--- src/rtl/pcgr_pkg.sv ---
// Package for the PCG32 range generator: constants, queue entry type,
// control structs, back-end state type and the XSH-RR output function.
// No dependencies.
`default_nettype none

package pcgr_pkg;

   localparam logic [63:0] LCG_MULT = 64'd6364136223846793005;
   localparam logic [63:0] LCG_INC  = 64'd1442695040888963407;
   localparam int unsigned XS_SHIFT_A = 18;
   localparam int unsigned XS_SHIFT_B = 27;
   localparam int unsigned ROT_SHIFT  = 59;

   localparam int unsigned CSR_AW = 4;
   localparam int unsigned CSR_DW = 64;
   localparam logic [CSR_AW-1:0] SEED_ADDR = CSR_AW'(0);

   localparam int unsigned QUEUE_AW    = 1;
   localparam int unsigned QUEUE_DEPTH = 1 << QUEUE_AW;

   localparam int unsigned DIV_BITS = 32;
   localparam int unsigned DIV_CW   = $clog2(DIV_BITS);

   typedef struct packed {
      logic signed [31:0] min_value;
      logic [31:0]        span;
      logic               err;
   } item_type;

   typedef struct packed {
      logic full;
      logic empty;
   } queue_stat_type;

   typedef struct packed {
      logic        load;
      logic [63:0] seed;
   } seed_load_type;

   typedef enum logic [1:0] {
      BK_IDLE,
      BK_DIV,
      BK_DONE
   } back_state_type;

   function automatic logic [31:0] pcg_output(input logic [63:0] old);
      logic [31:0] xs;
      logic [4:0]  rot;
      begin
         xs  = 32'(((old >> XS_SHIFT_A) ^ old) >> XS_SHIFT_B);
         rot = old[63:ROT_SHIFT];
         return (xs >> rot) | (xs << 5'(5'd0 - rot));
      end
   endfunction

endpackage

`default_nettype wire

--- src/rtl/pcgr_if.sv ---
// Valid/ready channel interfaces for range requests and results.
// No dependencies.
`default_nettype none

interface pcgr_req_if;
   logic               valid;
   logic               ready;
   logic signed [31:0] min_value;
   logic signed [31:0] max_value;

   modport source (output valid, output min_value, output max_value, input ready);
   modport sink (input valid, input min_value, input max_value, output ready);
endinterface

interface pcgr_rsp_if;
   logic               valid;
   logic               ready;
   logic signed [31:0] value;
   logic               range_error;

   modport source (output valid, output value, output range_error, input ready);
   modport sink (input valid, input value, input range_error, output ready);
endinterface

`default_nettype wire

--- src/rtl/pcgr_front.sv ---
// Front end: accepts range requests, flags empty or inverted ranges and computes the span.
// Depends on pcgr_pkg and pcgr_req_if.
`default_nettype none

module pcgr_front
   import pcgr_pkg::*;
(
   pcgr_req_if.sink       req,
   input  queue_stat_type q_stat,
   output logic           push,
   output item_type       push_item
);

   assign req.ready = !q_stat.full;
   assign push      = req.valid && !q_stat.full;

   always_comb begin
      push_item.min_value = req.min_value;
      push_item.span      = $unsigned(req.max_value) - $unsigned(req.min_value);
      push_item.err       = (req.min_value >= req.max_value);
   end

endmodule

`default_nettype wire

--- src/rtl/pcgr_fifo.sv ---
// Short queue of classified items between front and back end.
// Depends on pcgr_pkg.
`default_nettype none

module pcgr_fifo
   import pcgr_pkg::*;
(
   input  logic           clock,
   input  logic           reset,
   input  logic           push,
   input  item_type       push_item,
   input  logic           pop,
   output item_type       pop_item,
   output queue_stat_type stat
);

   item_type              mem_ff [QUEUE_DEPTH];
   logic [QUEUE_AW-1:0]   wptr_ff, wptr_in;
   logic [QUEUE_AW-1:0]   rptr_ff, rptr_in;
   logic [QUEUE_AW:0]     count_ff, count_in;
   logic                  do_push, do_pop;

   assign stat.full  = (count_ff == (QUEUE_AW+1)'(QUEUE_DEPTH));
   assign stat.empty = (count_ff == '0);
   assign do_push    = push && !stat.full;
   assign do_pop     = pop && !stat.empty;
   assign pop_item   = mem_ff[rptr_ff];

   always_comb begin
      wptr_in  = do_push ? wptr_ff + 1'b1 : wptr_ff;
      rptr_in  = do_pop ? rptr_ff + 1'b1 : rptr_ff;
      count_in = count_ff + (QUEUE_AW+1)'(do_push) - (QUEUE_AW+1)'(do_pop);
   end

   always_ff @(posedge clock) begin
      if (reset) begin
         wptr_ff  <= '0;
         rptr_ff  <= '0;
         count_ff <= '0;
      end else begin
         wptr_ff  <= wptr_in;
         rptr_ff  <= rptr_in;
         count_ff <= count_in;
      end
   end

   always_ff @(posedge clock) begin
      if (do_push) begin
         mem_ff[wptr_ff] <= push_item;
      end
   end

endmodule

`default_nettype wire

--- src/rtl/pcgr_back.sv ---
// Back end: LCG state with a shared 32x32 multiplier, radix-2 remainder
// unit and the result register. Depends on pcgr_pkg and pcgr_rsp_if.
`default_nettype none

module pcgr_back
   import pcgr_pkg::*;
(
   input  logic           clock,
   input  logic           reset,
   input  seed_load_type  seed_ld,
   input  queue_stat_type q_stat,
   input  item_type       q_item,
   output logic           pop,
   pcgr_rsp_if.source     rsp
);

   back_state_type     state_ff, state_in;

   logic [63:0]        gen_state_ff, gen_state_in;
   logic [63:0]        lcg_src_ff;
   logic [1:0]         lcg_ph_ff;
   logic               lcg_busy_ff;
   logic [63:0]        prod_ff;
   logic [31:0]        cross_ff;
   logic               lcg_start;
   logic [63:0]        lcg_start_src;
   logic [31:0]        mul_a, mul_b;
   logic [63:0]        mul_p;

   logic [31:0]        dvd_ff, rem_ff, span_ff;
   logic signed [31:0] min_ff;
   logic [DIV_CW-1:0]  cnt_ff;
   logic [32:0]        trial, diff;
   logic [31:0]        rem_in;

   logic               out_valid_ff;
   logic signed [31:0] value_ff;
   logic               err_ff;
   logic               slot_free;
   logic               launch, out_load, out_err;
   logic signed [31:0] out_value;

   assign slot_free       = !out_valid_ff || rsp.ready;
   assign rsp.valid       = out_valid_ff;
   assign rsp.value       = value_ff;
   assign rsp.range_error = err_ff;

   always_comb begin
      state_in = state_ff;
      unique case (state_ff)
         BK_IDLE: begin
            if (!q_stat.empty && !lcg_busy_ff && !q_item.err) begin
               state_in = BK_DIV;
            end
         end
         BK_DIV: begin
            if (cnt_ff == DIV_CW'(DIV_BITS - 1)) begin
               state_in = BK_DONE;
            end
         end
         BK_DONE: begin
            if (slot_free) begin
               state_in = BK_IDLE;
            end
         end
         default: state_in = BK_IDLE;
      endcase
   end

   always_comb begin
      pop       = 1'b0;
      launch    = 1'b0;
      out_load  = 1'b0;
      out_err   = 1'b0;
      out_value = '1;
      unique case (state_ff)
         BK_IDLE: begin
            if (!q_stat.empty && !lcg_busy_ff) begin
               if (q_item.err) begin
                  pop      = slot_free;
                  out_load = slot_free;
                  out_err  = 1'b1;
               end else begin
                  pop    = 1'b1;
                  launch = 1'b1;
               end
            end
         end
         BK_DIV: begin
         end
         BK_DONE: begin
            out_load  = slot_free;
            out_value = $signed(32'($unsigned(min_ff) + rem_ff));
         end
         default: begin
         end
      endcase
   end

   always_ff @(posedge clock) begin
      if (reset) begin
         state_ff <= BK_IDLE;
      end else begin
         state_ff <= state_in;
      end
   end

   // LCG step: s*M + INC over three products and a final add
   assign lcg_start     = seed_ld.load || launch;
   assign lcg_start_src = seed_ld.load ? seed_ld.seed : gen_state_ff;
   assign mul_a         = (lcg_ph_ff == 2'd2) ? lcg_src_ff[63:32] : lcg_src_ff[31:0];
   assign mul_b         = (lcg_ph_ff == 2'd1) ? LCG_MULT[63:32] : LCG_MULT[31:0];
   assign mul_p         = mul_a * mul_b;
   assign gen_state_in  = prod_ff + {cross_ff, 32'd0} + LCG_INC;

   always_ff @(posedge clock) begin
      if (reset) begin
         lcg_busy_ff  <= 1'b0;
         lcg_ph_ff    <= 2'd0;
         gen_state_ff <= LCG_INC;
      end else if (lcg_start) begin
         lcg_busy_ff <= 1'b1;
         lcg_ph_ff   <= 2'd0;
      end else if (lcg_busy_ff) begin
         lcg_ph_ff <= lcg_ph_ff + 2'd1;
         if (lcg_ph_ff == 2'd3) begin
            lcg_busy_ff  <= 1'b0;
            gen_state_ff <= gen_state_in;
         end
      end
   end

   always_ff @(posedge clock) begin
      if (lcg_start) begin
         lcg_src_ff <= lcg_start_src;
      end
      unique case (lcg_ph_ff)
         2'd0: prod_ff <= mul_p;
         2'd1: cross_ff <= mul_p[31:0];
         2'd2: cross_ff <= cross_ff + mul_p[31:0];
         default: begin
         end
      endcase
   end

   // restoring remainder, one dividend bit a cycle
   assign trial  = {rem_ff, dvd_ff[31]};
   assign diff   = trial - {1'b0, span_ff};
   assign rem_in = diff[32] ? trial[31:0] : diff[31:0];

   always_ff @(posedge clock) begin
      if (launch) begin
         dvd_ff  <= pcg_output(gen_state_ff);
         rem_ff  <= '0;
         span_ff <= q_item.span;
         min_ff  <= q_item.min_value;
         cnt_ff  <= '0;
      end else if (state_ff == BK_DIV) begin
         rem_ff <= rem_in;
         dvd_ff <= {dvd_ff[30:0], 1'b0};
         cnt_ff <= cnt_ff + 1'b1;
      end
   end

   always_ff @(posedge clock) begin
      if (reset) begin
         out_valid_ff <= 1'b0;
      end else if (out_load) begin
         out_valid_ff <= 1'b1;
      end else if (rsp.ready) begin
         out_valid_ff <= 1'b0;
      end
   end

   always_ff @(posedge clock) begin
      if (out_load) begin
         value_ff <= out_value;
         err_ff   <= out_err;
      end
   end

`ifndef NO_ASSERTIONS
   a_start_idle: assert property (@(posedge clock) disable iff (reset)
      lcg_start |-> !lcg_busy_ff)
      else $error("LCG restarted while busy");

   a_state_hold: assert property (@(posedge clock) disable iff (reset)
      !(lcg_busy_ff && lcg_ph_ff == 2'd3) |=> $stable(gen_state_ff))
      else $error("generator state changed outside an LCG step");

   a_div_entry: assert property (@(posedge clock) disable iff (reset)
      launch |=> (state_ff == BK_DIV) && (cnt_ff == '0) && lcg_busy_ff)
      else $error("divider not started with the LCG step");

   a_done_result: assert property (@(posedge clock) disable iff (reset)
      (state_ff == BK_DONE && slot_free) |=> out_valid_ff && !err_ff)
      else $error("range result not loaded");
`endif

endmodule

`default_nettype wire

--- src/rtl/pcg32_range_generator_top.sv ---
// Top level of the PCG32 XSH-RR range generator: seed register port,
// front end, item queue and back end. Depends on pcgr_pkg and pcgr_if.
//
// Use: send {min_value, max_value} items on req_ch; each yields one item on
// rsp_ch in order. A valid range gives min + raw % (max - min); an empty or
// inverted range gives -1 with range_error set and leaves the state alone.
// A valid range goes from acceptance to rsp_ch valid through a launch step,
// a remainder iteration per dividend bit and a result load; the remainder
// unit works one bit per cycle and takes one item at a time, launching the
// next only after the last result is loaded. Error items are answered from
// the idle state when the back end is free. The 64-bit LCG step runs on a
// shared 32x32 multiplier, in the shadow of the remainder iterations.
// A two-entry queue decouples the request side; req_ch.ready drops when full.
// If rsp_ch stalls, the result waits in its register while the next item is
// already being computed; computation then holds until the register frees.
// Reset: state = seed 0 advanced once, seed register 0, queue empty.
// Writing the seed (address 0) reloads the state with the seed advanced
// once; write only while the block is idle.
`default_nettype none

module pcg32_range_generator_top
   import pcgr_pkg::*;
(
   input  logic              clock,
   input  logic              reset,
   pcgr_req_if.sink          req_ch,
   pcgr_rsp_if.source        rsp_ch,
   input  logic              psel,
   input  logic              penable,
   input  logic              pwrite,
   input  logic [CSR_AW-1:0] paddr,
   input  logic [CSR_DW-1:0] pwdata,
   output logic [CSR_DW-1:0] prdata,
   output logic              pready
);

   logic [63:0]    seed_ff;
   logic           seed_wr;
   seed_load_type  seed_ld;
   queue_stat_type q_stat;
   logic           push, pop;
   item_type       push_item, pop_item;

   assign pready  = 1'b1;
   assign seed_wr = psel && penable && pwrite && (paddr == SEED_ADDR);
   assign prdata  = (paddr == SEED_ADDR) ? seed_ff : '0;

   always_comb begin
      seed_ld.load = seed_wr;
      seed_ld.seed = pwdata;
   end

   always_ff @(posedge clock) begin
      if (reset) begin
         seed_ff <= '0;
      end else if (seed_wr) begin
         seed_ff <= pwdata;
      end
   end

   pcgr_front u_front (
      .req       (req_ch),
      .q_stat    (q_stat),
      .push      (push),
      .push_item (push_item)
   );

   pcgr_fifo u_fifo (
      .clock     (clock),
      .reset     (reset),
      .push      (push),
      .push_item (push_item),
      .pop       (pop),
      .pop_item  (pop_item),
      .stat      (q_stat)
   );

   pcgr_back u_back (
      .clock   (clock),
      .reset   (reset),
      .seed_ld (seed_ld),
      .q_stat  (q_stat),
      .q_item  (pop_item),
      .pop     (pop),
      .rsp     (rsp_ch)
   );

endmodule

`default_nettype wire
--- src/flat_wrapper.sv ---
// flat-port wrapper written by rule: the top's interface ports become plain ports
module pcg32_range_generator_top_flat import pcgr_pkg::*;
  (clock, reset, psel, penable, pwrite, paddr, pwdata, prdata, pready, req_ch_valid, req_ch_min_value, req_ch_max_value, req_ch_ready, rsp_ch_valid, rsp_ch_value, rsp_ch_range_error, rsp_ch_ready);
  pcgr_req_if req_ch_i ();
  pcgr_rsp_if rsp_ch_i ();
  input  logic clock;
  input  logic reset;
  input  logic psel;
  input  logic penable;
  input  logic pwrite;
  input  logic [CSR_AW-1:0] paddr;
  input  logic [CSR_DW-1:0] pwdata;
  output logic [CSR_DW-1:0] prdata;
  output logic pready;
  input wire logic [$bits(req_ch_i.valid)-1:0] req_ch_valid;
  input wire logic [$bits(req_ch_i.min_value)-1:0] req_ch_min_value;
  input wire logic [$bits(req_ch_i.max_value)-1:0] req_ch_max_value;
  output wire logic [$bits(req_ch_i.ready)-1:0] req_ch_ready;
  output wire logic [$bits(rsp_ch_i.valid)-1:0] rsp_ch_valid;
  output wire logic [$bits(rsp_ch_i.value)-1:0] rsp_ch_value;
  output wire logic [$bits(rsp_ch_i.range_error)-1:0] rsp_ch_range_error;
  input wire logic [$bits(rsp_ch_i.ready)-1:0] rsp_ch_ready;
  assign req_ch_i.valid = req_ch_valid;
  assign req_ch_i.min_value = req_ch_min_value;
  assign req_ch_i.max_value = req_ch_max_value;
  assign req_ch_ready = req_ch_i.ready;
  assign rsp_ch_valid = rsp_ch_i.valid;
  assign rsp_ch_value = rsp_ch_i.value;
  assign rsp_ch_range_error = rsp_ch_i.range_error;
  assign rsp_ch_i.ready = rsp_ch_ready;
  pcg32_range_generator_top u_core (.clock(clock), .reset(reset), .req_ch(req_ch_i), .rsp_ch(rsp_ch_i), .psel(psel), .penable(penable), .pwrite(pwrite), .paddr(paddr), .pwdata(pwdata), .prdata(prdata), .pready(pready));
endmodule
--- config.mk ---
export PLATFORM = sky130hd
export DESIGN_NAME = pcg32_range_generator_top_flat
export DESIGN_NICKNAME = d
export VERILOG_FILES = /design/src/rtl/pcgr_pkg.sv /design/src/rtl/pcgr_if.sv /design/src/rtl/pcgr_front.sv /design/src/rtl/pcgr_fifo.sv /design/src/rtl/pcgr_back.sv /design/src/rtl/pcg32_range_generator_top.sv /design/src/flat_wrapper.sv
export SDC_FILE = /design/constraint.sdc
export NUM_CORES = 2
export LEC_CHECK = 0
export BUFFER_PORTS_ARGS = -buffer_cell sky130_fd_sc_hd__buf_2
export CORE_MARGIN = 10
export CORE_UTILIZATION = 35
export DETAILED_ROUTE_END_ITERATION = 6
export GPL_TIMING_DRIVEN = 0
export PLACE_DENSITY = 0.53
export SLEW_MARGIN = 20
export SYNTH_ARGS = -nofsm -noshare
export SYNTH_HDL_FRONTEND = slang
export SYNTH_SLANG_ARGS = --single-unit
--- constraint.sdc ---
create_clock -name clock -period 10.15 [get_ports clock]
set_input_delay 1.015 -clock clock [delete_from_list [all_inputs] [get_ports clock]]
set_output_delay 1.015 -clock clock [all_outputs]
set_load 0.01 [all_outputs]
# --- Yosys cells after proc, flatten, opt, wreduce, memory -nomap -nowiden ---
# Memories as Yosys holds them, arrays and structs flattened. A register that Yosys moved wholly into a read port is not among the register bits.
# Index checks and enable logic that the tools add are counted.
word_totals:
  reg_bits: 464
  ram_bits: 130
  inputBits: 139
  output_inout_bits: 100
  word_cells: 107
  memories: 1
classes:
  n_addsub: 13
  n_mul: 1
  n_lt_le_gt_ge: 1
  n_eq_ne: 10
  shift: 2
  mux: 31
  bitwise_logic: 3
  n_reduce_logical: 26
memory_table:
  columns: ["name", "depth", "width", "rd", "rd_clocked_by_memory_dff", "wr", "line_no", "text"]
  rows:
  - ["u_core.u_fifo.mem_ff", 2, 65, 1, 1, 1, "pcgr_fifo.sv:17", "item_type mem_ff [QUEUE_DEPTH];"]
op_table:
  columns: ["op", "n"]
  rows:
  - ["32-bit 2-to-1 mux", 4]
  - ["64-bit 2-to-1 mux", 2]
  - ["32-bit adder", 2]
  - ["64-bit by 61-bit adder with 64-bit output (second input constant)", 1]
  - ["64-bit adder", 1]
  - ["32-bit case mux with 2 select lines", 1]
  - ["32-bit by 31-bit multiplier with 63-bit output", 1]
  - ["46-bit by 59-bit XOR with 59-bit output", 1]
  - ["33-bit by 32-bit subtractor with 33-bit output", 1]
  - ["32-bit >= comparator", 1]
  - ["32-bit OR", 1]
  - ["32-bit by 5-bit << shifter with 32-bit output", 1]
  - ["32-bit by 5-bit right shift with 32-bit output", 1]
  - ["32-bit subtractor", 1]
  - ["29-bit 2-to-1 mux", 1]
  - ["1-bit 2-to-1 mux", 18]
  - ["2-bit equality test (second input constant)", 4]
  - ["1-bit logical AND", 8]
  - ["2-bit logical NOT", 3]
  - ["2-bit 2-to-1 mux", 3]
  - ["2-bit inequality test (second input constant)", 3]
  - ["2-bit case mux with 3 select lines", 1]
  - ["3-bit AND reduction", 2]
  - ["2-bit nonzero test", 3]
  - ["15 further kinds", 22]

# --- Longest topological paths before layout ---
logic_depth:
  depth_word: 8
  mapped_depth: 42
  depth_no_buf: 40

# --- Cells and area by module ---
# From an unflattened synthesis, not the netlist that was laid out.
unflattened:
  hier_cells: 5999
  area_unflattened_um2: 60135.2
modules_own_cells:
  columns: ["mod", "n_inst", "cells_per_inst", "area_each_um2", "seq_area_each_um2"]
  rows:
  - ["pcgr_back", 1, 5019, 49060.8, 10790.3]
  - ["pcgr_fifo", 1, 229, 4938.5, 4003.8]
  - ["pcg32_range_generator_top", 1, 353, 3369.5, 1281.2]
  - ["pcgr_front", 1, 398, 2766.4, 0.0]

# --- Least setup slack after synthesis ---
# Ideal clock, no wire load.
synth_path:
  path_kind: "reg-to-reg"
  startpoint: "register u_core.u_back.lcg_ph_ff[0]"
  endpoint: "register u_core.u_back.cross_ff[31], data pin"
  setup_ns: 0.262
  arrival_time_ns: 9.284
  required_time_ns: 9.888
  setup_slack_ns: 0.604
  stages_incl_launch_ff: 39
  path_buffers: 2
  synth_period_minus_slack_ns: 9.546
  cell_sequence: "dfxtp_1 -> inv_1 -> ha_1 -> clkbuf_1 -> buf_1 -> mux2i_1 -> or2_2 -> inv_1 -> ha_1 -> fa_1 -> inv_1 -> fa_1 -> fa_1 -> inv_1 -> fa_1 -> ha_1 -> inv_1 -> fa_1 -> (+3 left out) -> and3_1 -> a31o_2 -> nor2_1 -> o21ai_0 -> a21o_1 -> a21o_1 -> a21o_1 -> a21oi_1 -> xnor2_1 -> ha_1 -> a21o_1 -> a21oi_1 -> o21ai_0 -> a221o_1 -> a21oi_1 -> nor4bb_1 -> o31ai_1 -> xnor2_1"
synth_via:
  elab_chain_cells: 5
  word_cells_on_any_way: 7
  classes_between: "add/sub: 1; mul: 1; eq/ne: 2; mux: 3"
synth_lines:
  columns: ["element", "line_no", "text"]
  rows:
  - ["start: declaration", "pcgr_back.sv:21", "logic [1:0] lcg_ph_ff;"]
  - ["start signal: assignment", "pcgr_back.sv:125", "lcg_ph_ff <= lcg_ph_ff + 2'd1;"]
  - ["2-bit equality test / 2-bit by 1-bit equality test with 1-bit output (equally long branches)", "pcgr_back.sv:111, pcgr_back.sv:112", null]
  - ["32-bit 2-to-1 mux / 29-bit 2-to-1 mux (equally long branches)", "pcgr_back.sv:111, pcgr_back.sv:112", null]
  - ["32-bit by 31-bit multiplier with 63-bit output *", "pcgr_back.sv:113", "assign mul_p = mul_a * mul_b;"]
  - ["named net u_core.u_back.mul_p[20]", "pcgr_back.sv:28", "logic [63:0] mul_p;"]
  - ["32-bit adder *", "pcgr_back.sv:140", "2'd2: cross_ff <= cross_ff + mul_p[31:0];"]
  - ["32-bit case mux with 2 select lines *", "pcgr_back.sv:137", "unique case (lcg_ph_ff)"]
  - ["end signal: assignment", "pcgr_back.sv:139", "2'd1: cross_ff <= mul_p[31:0];"]
  - ["end signal: assignment", "pcgr_back.sv:140", null]
  - ["end: declaration", "pcgr_back.sv:24", "logic [31:0] cross_ff;"]
# Mark *: on every way through the listed nets, which the timed path passes. The rest lies on a longest branch.
# A chain may end at the register's enable or synchronous reset.

# --- Worst setup path in the final report ---
layout_path:
  startpoint: "register u_core.u_back.lcg_ph_ff[1]"
  endpoint: "register u_core.u_back.cross_ff[30], data pin"
# Same word-level chain as after synthesis.

==> impl_metrics.tcl <==
set metrics [dict create \
    period_minus_slack_ns 9.73 \
    drc 0 \
    die_y_um 428 \
    seq_area_um2 16100 \
    grt_pass1_wl_um 283000 \
    cp_max_fo 10 \
    final_cell_mix "inv_1 (829), ha_1 (685), nand2_1 (569)" \
    yosysWarnings 0 \
    die-area_um2 183000 \
    ios 239 \
    grt.overflow.total 0 \
    clock_path_buffers 3 \
    grt_antenna_before_repair 2 \
    tightest_slew_ns 1.19 \
    synth-simple-area-share_pct 10.8 \
    ys_ff_latch 594 \
    hold_class "reg -> reg" \
    routedWlPerCell_um 22.0 \
    first_global_vias 45089 \
    clkTransAtPathRegs_ns 0.06 \
    synth_edf_count 418 \
    synth_compound_area_share_pct 12.9 \
    yosys.area_share.adder_pct 33.8 \
    status "completed" \
    netlist_instances 5904 \
    setup_viol 0 \
    slew-limit-headroom_pct 18.4 \
    cts_max_level 3 \
    final_nets 7671 \
    synth_top_family_by_area "adder cells" \
    final_common_cell "inv_1" \
    drv_cap 0 \
    finalHoldViolations 0 \
    finalNonFillerCells 8537 \
    drt-initial-drc-count 3413 \
    wirelength_um 188000 \
    synthMuxAreaShare_pct 4.04 \
    startpoint_type "flop" \
    synth_xor_area_share_pct 3.87 \
    dieWidth_um 428 \
    cpMaxStageDelayCell "clkbuf_1" \
    ys_types 89 \
    async_reset_ff_share_pct 0 \
    dp.cells 8370 \
    rows 149 \
    via_per_inst 5.18 \
    finalClockSkew_ns 0.0386 \
    fin_setup_tns_ns 0 \
    start_util_pct 35.2 \
    cp.arrival_ns 10.15 \
    avgSynthCellArea_um2 9.85 \
    crit_buf_inv 13 \
    worstSetupPathType "reg -> reg" \
    rsz0062_at_grt "false" \
    grt_max_degree 56 \
    place_hpwl_um 155000 \
    core_um2 165000 \
    vias 44206 \
    synth_top_flop_cell "edfxtp_1" \
    seq_area_frac_synth_pct 27.6 \
    fmax_mhz 103 \
    finalCritPeriodShare_pct 95.8 \
    gp_congestion 0.928 \
    grt_usage_pct 20.3 \
    numPortBuffers 236 \
    multi_input_area_um2 38600 \
    cp_common_cell "inv_1" \
    crit_path_end_kind "flop" \
    crit_path_max_incr_delay_ns 0.68 \
    netlist_area_um2 58200 \
    clock_sinks 594 \
    ant_nets 0 \
    holdBufCountCts 0 \
    numCtsBuffers 69 \
    slew_viol_final 0 \
    required_ns 10.57 \
    cts_tree "built" \
    drtPass1Iterations 6 \
    critical_path.top_delay_family "adder cells" \
    layout-drive-gt1-share_pct 10.6 \
    area_growth_pct 12.9 \
    clock_latency_ns 0.69 \
    nFillCells 16492 \
    clock-root-buffer "clkbuf_16" \
]
## Yosys cell counts, types with 8 or more instances
library cell,n,area share (%)
a2111oi_0,10,0.15
a211o_1,38,0.57
a211oi_1,55,0.71
a21boi_0,16,0.21
a21o_1,178,2.3
a21oi_1,373,3.2
a221oi_1,10,0.15
a31o_2,11,0.17
a31oi_1,34,0.37
and2_1,96,1.0
and3_1,41,0.44
and4_1,8,0.12
buf_1,18,0.12
clkbuf_1,196,1.3
dfxtp_1,176,6.1
edfxtp_1,418,22
fa_1,549,19
ha_1,691,15
inv_1,842,5.4
mux2_2,118,2.3
mux2i_1,75,1.3
mux4_2,12,0.46
nand2_1,570,3.7
nand2b_1,41,0.44
nand3_1,70,0.60
nand4_1,32,0.34
nor2_1,278,1.8
nor2b_1,69,0.74
nor3_1,70,0.60
nor3b_1,8,0.10
nor4_1,11,0.12
o211ai_1,17,0.22
o21a_1,50,0.65
o21ai_0,228,2.0
o21bai_1,26,0.34
o22ai_1,15,0.16
o31a_1,13,0.20
o31ai_1,13,0.17
or2_2,31,0.33
or3_1,15,0.16
xnor2_1,161,2.4
xor2_1,96,1.4
## state kept, by name, indices dropped and copies added, names as in the netlist, 63 cells and up, named ones only
signal and cells:
u_core.seed_ff 64, u_core.u_back.gen_state_ff 64, u_core.u_back.lcg_src_ff 64, u_core.u_back.prod_ff 63
u_core.u_fifo.mem_ff 130
## worst paths after layout
path,from,end,slack [ns],cells past startpoint
worst max-delay path,u_core.u_back.lcg_ph_ff[1],u_core.u_back.cross_ff[30],0.42,38
worst min-delay path,u_core.seed_ff[55],u_core.seed_ff[55],0.45,2
worst max register to register,u_core.u_back.lcg_ph_ff[1],u_core.u_back.cross_ff[30],0.42,38
worst min register to register,u_core.seed_ff[55],u_core.seed_ff[55],0.45,2
## per-layer routing
layer | track usage, % | routed length [µm] | vias to the layer above
met3 | 2.78 | 10600 | 234
li1 | - | - | 20830
met2 | 33.5 | 87200 | 1180
met4 | 5.33 | 4650 | 0
met1 | 27.9 | 85200 | 21962
met5 | 0 | 0 | -
## per-stage QoR
step           area (µm²)  hold slack (ns)  util, %  worst slack, ns
4_1_cts             65400            0.451     39.6          0.00118
6_report            65700            0.450     39.8            0.422
3_3_place_gp        62200            0.439     37.7            -2.25
5_1_grt             65700            0.466     39.8           0.0324
2_1_floorplan       58300            0.432        -            0.604
3_5_place_dp        62600            0.443     37.9            -1.97
## timing repair
| item | CTS | global route |
|---|---|---|
| gates resized for setup | 62 | 45 |
| setup endpoints to repair | 54 | 12 |
| buffers inserted | 32 | 12 |
| pin swaps | 0 | 5 |
## layout make-up
cell class | instances | share of cell area (%)
Multi-Input combinational cell | 4270 | 58.8
Tap cell | 2189 | 4.17
Clock inverter | 49 | 0.767
Antenna cell | 2 | 0.00762
Buffer | 220 | 1.36
Sequential cell | 594 | 24.5
Inverter | 846 | 4.90
Clock buffer | 76 | 2.67
Timing Repair Buffer | 291 | 2.90
## tightest hold or removal path, cell delays in order, from the launching register on
cell and delay (ns):
dfxtp_1 0.30, nand2_1 0.05, a21oi_1 0.05
## logic make-up after synthesis
group                      after synthesis
AOI/OAI and AO/OA                     1175
buffers and inverters                 1070
DFF                                    594
and+or+nand+nor                       1361
adders and majority gates             1240
other                                    2
muxes                                  205
xor gates and xnor gates               257
Power is not shown: default switching activity piles up to over one toggle a cycle in this logic, so the estimate is an artifact.
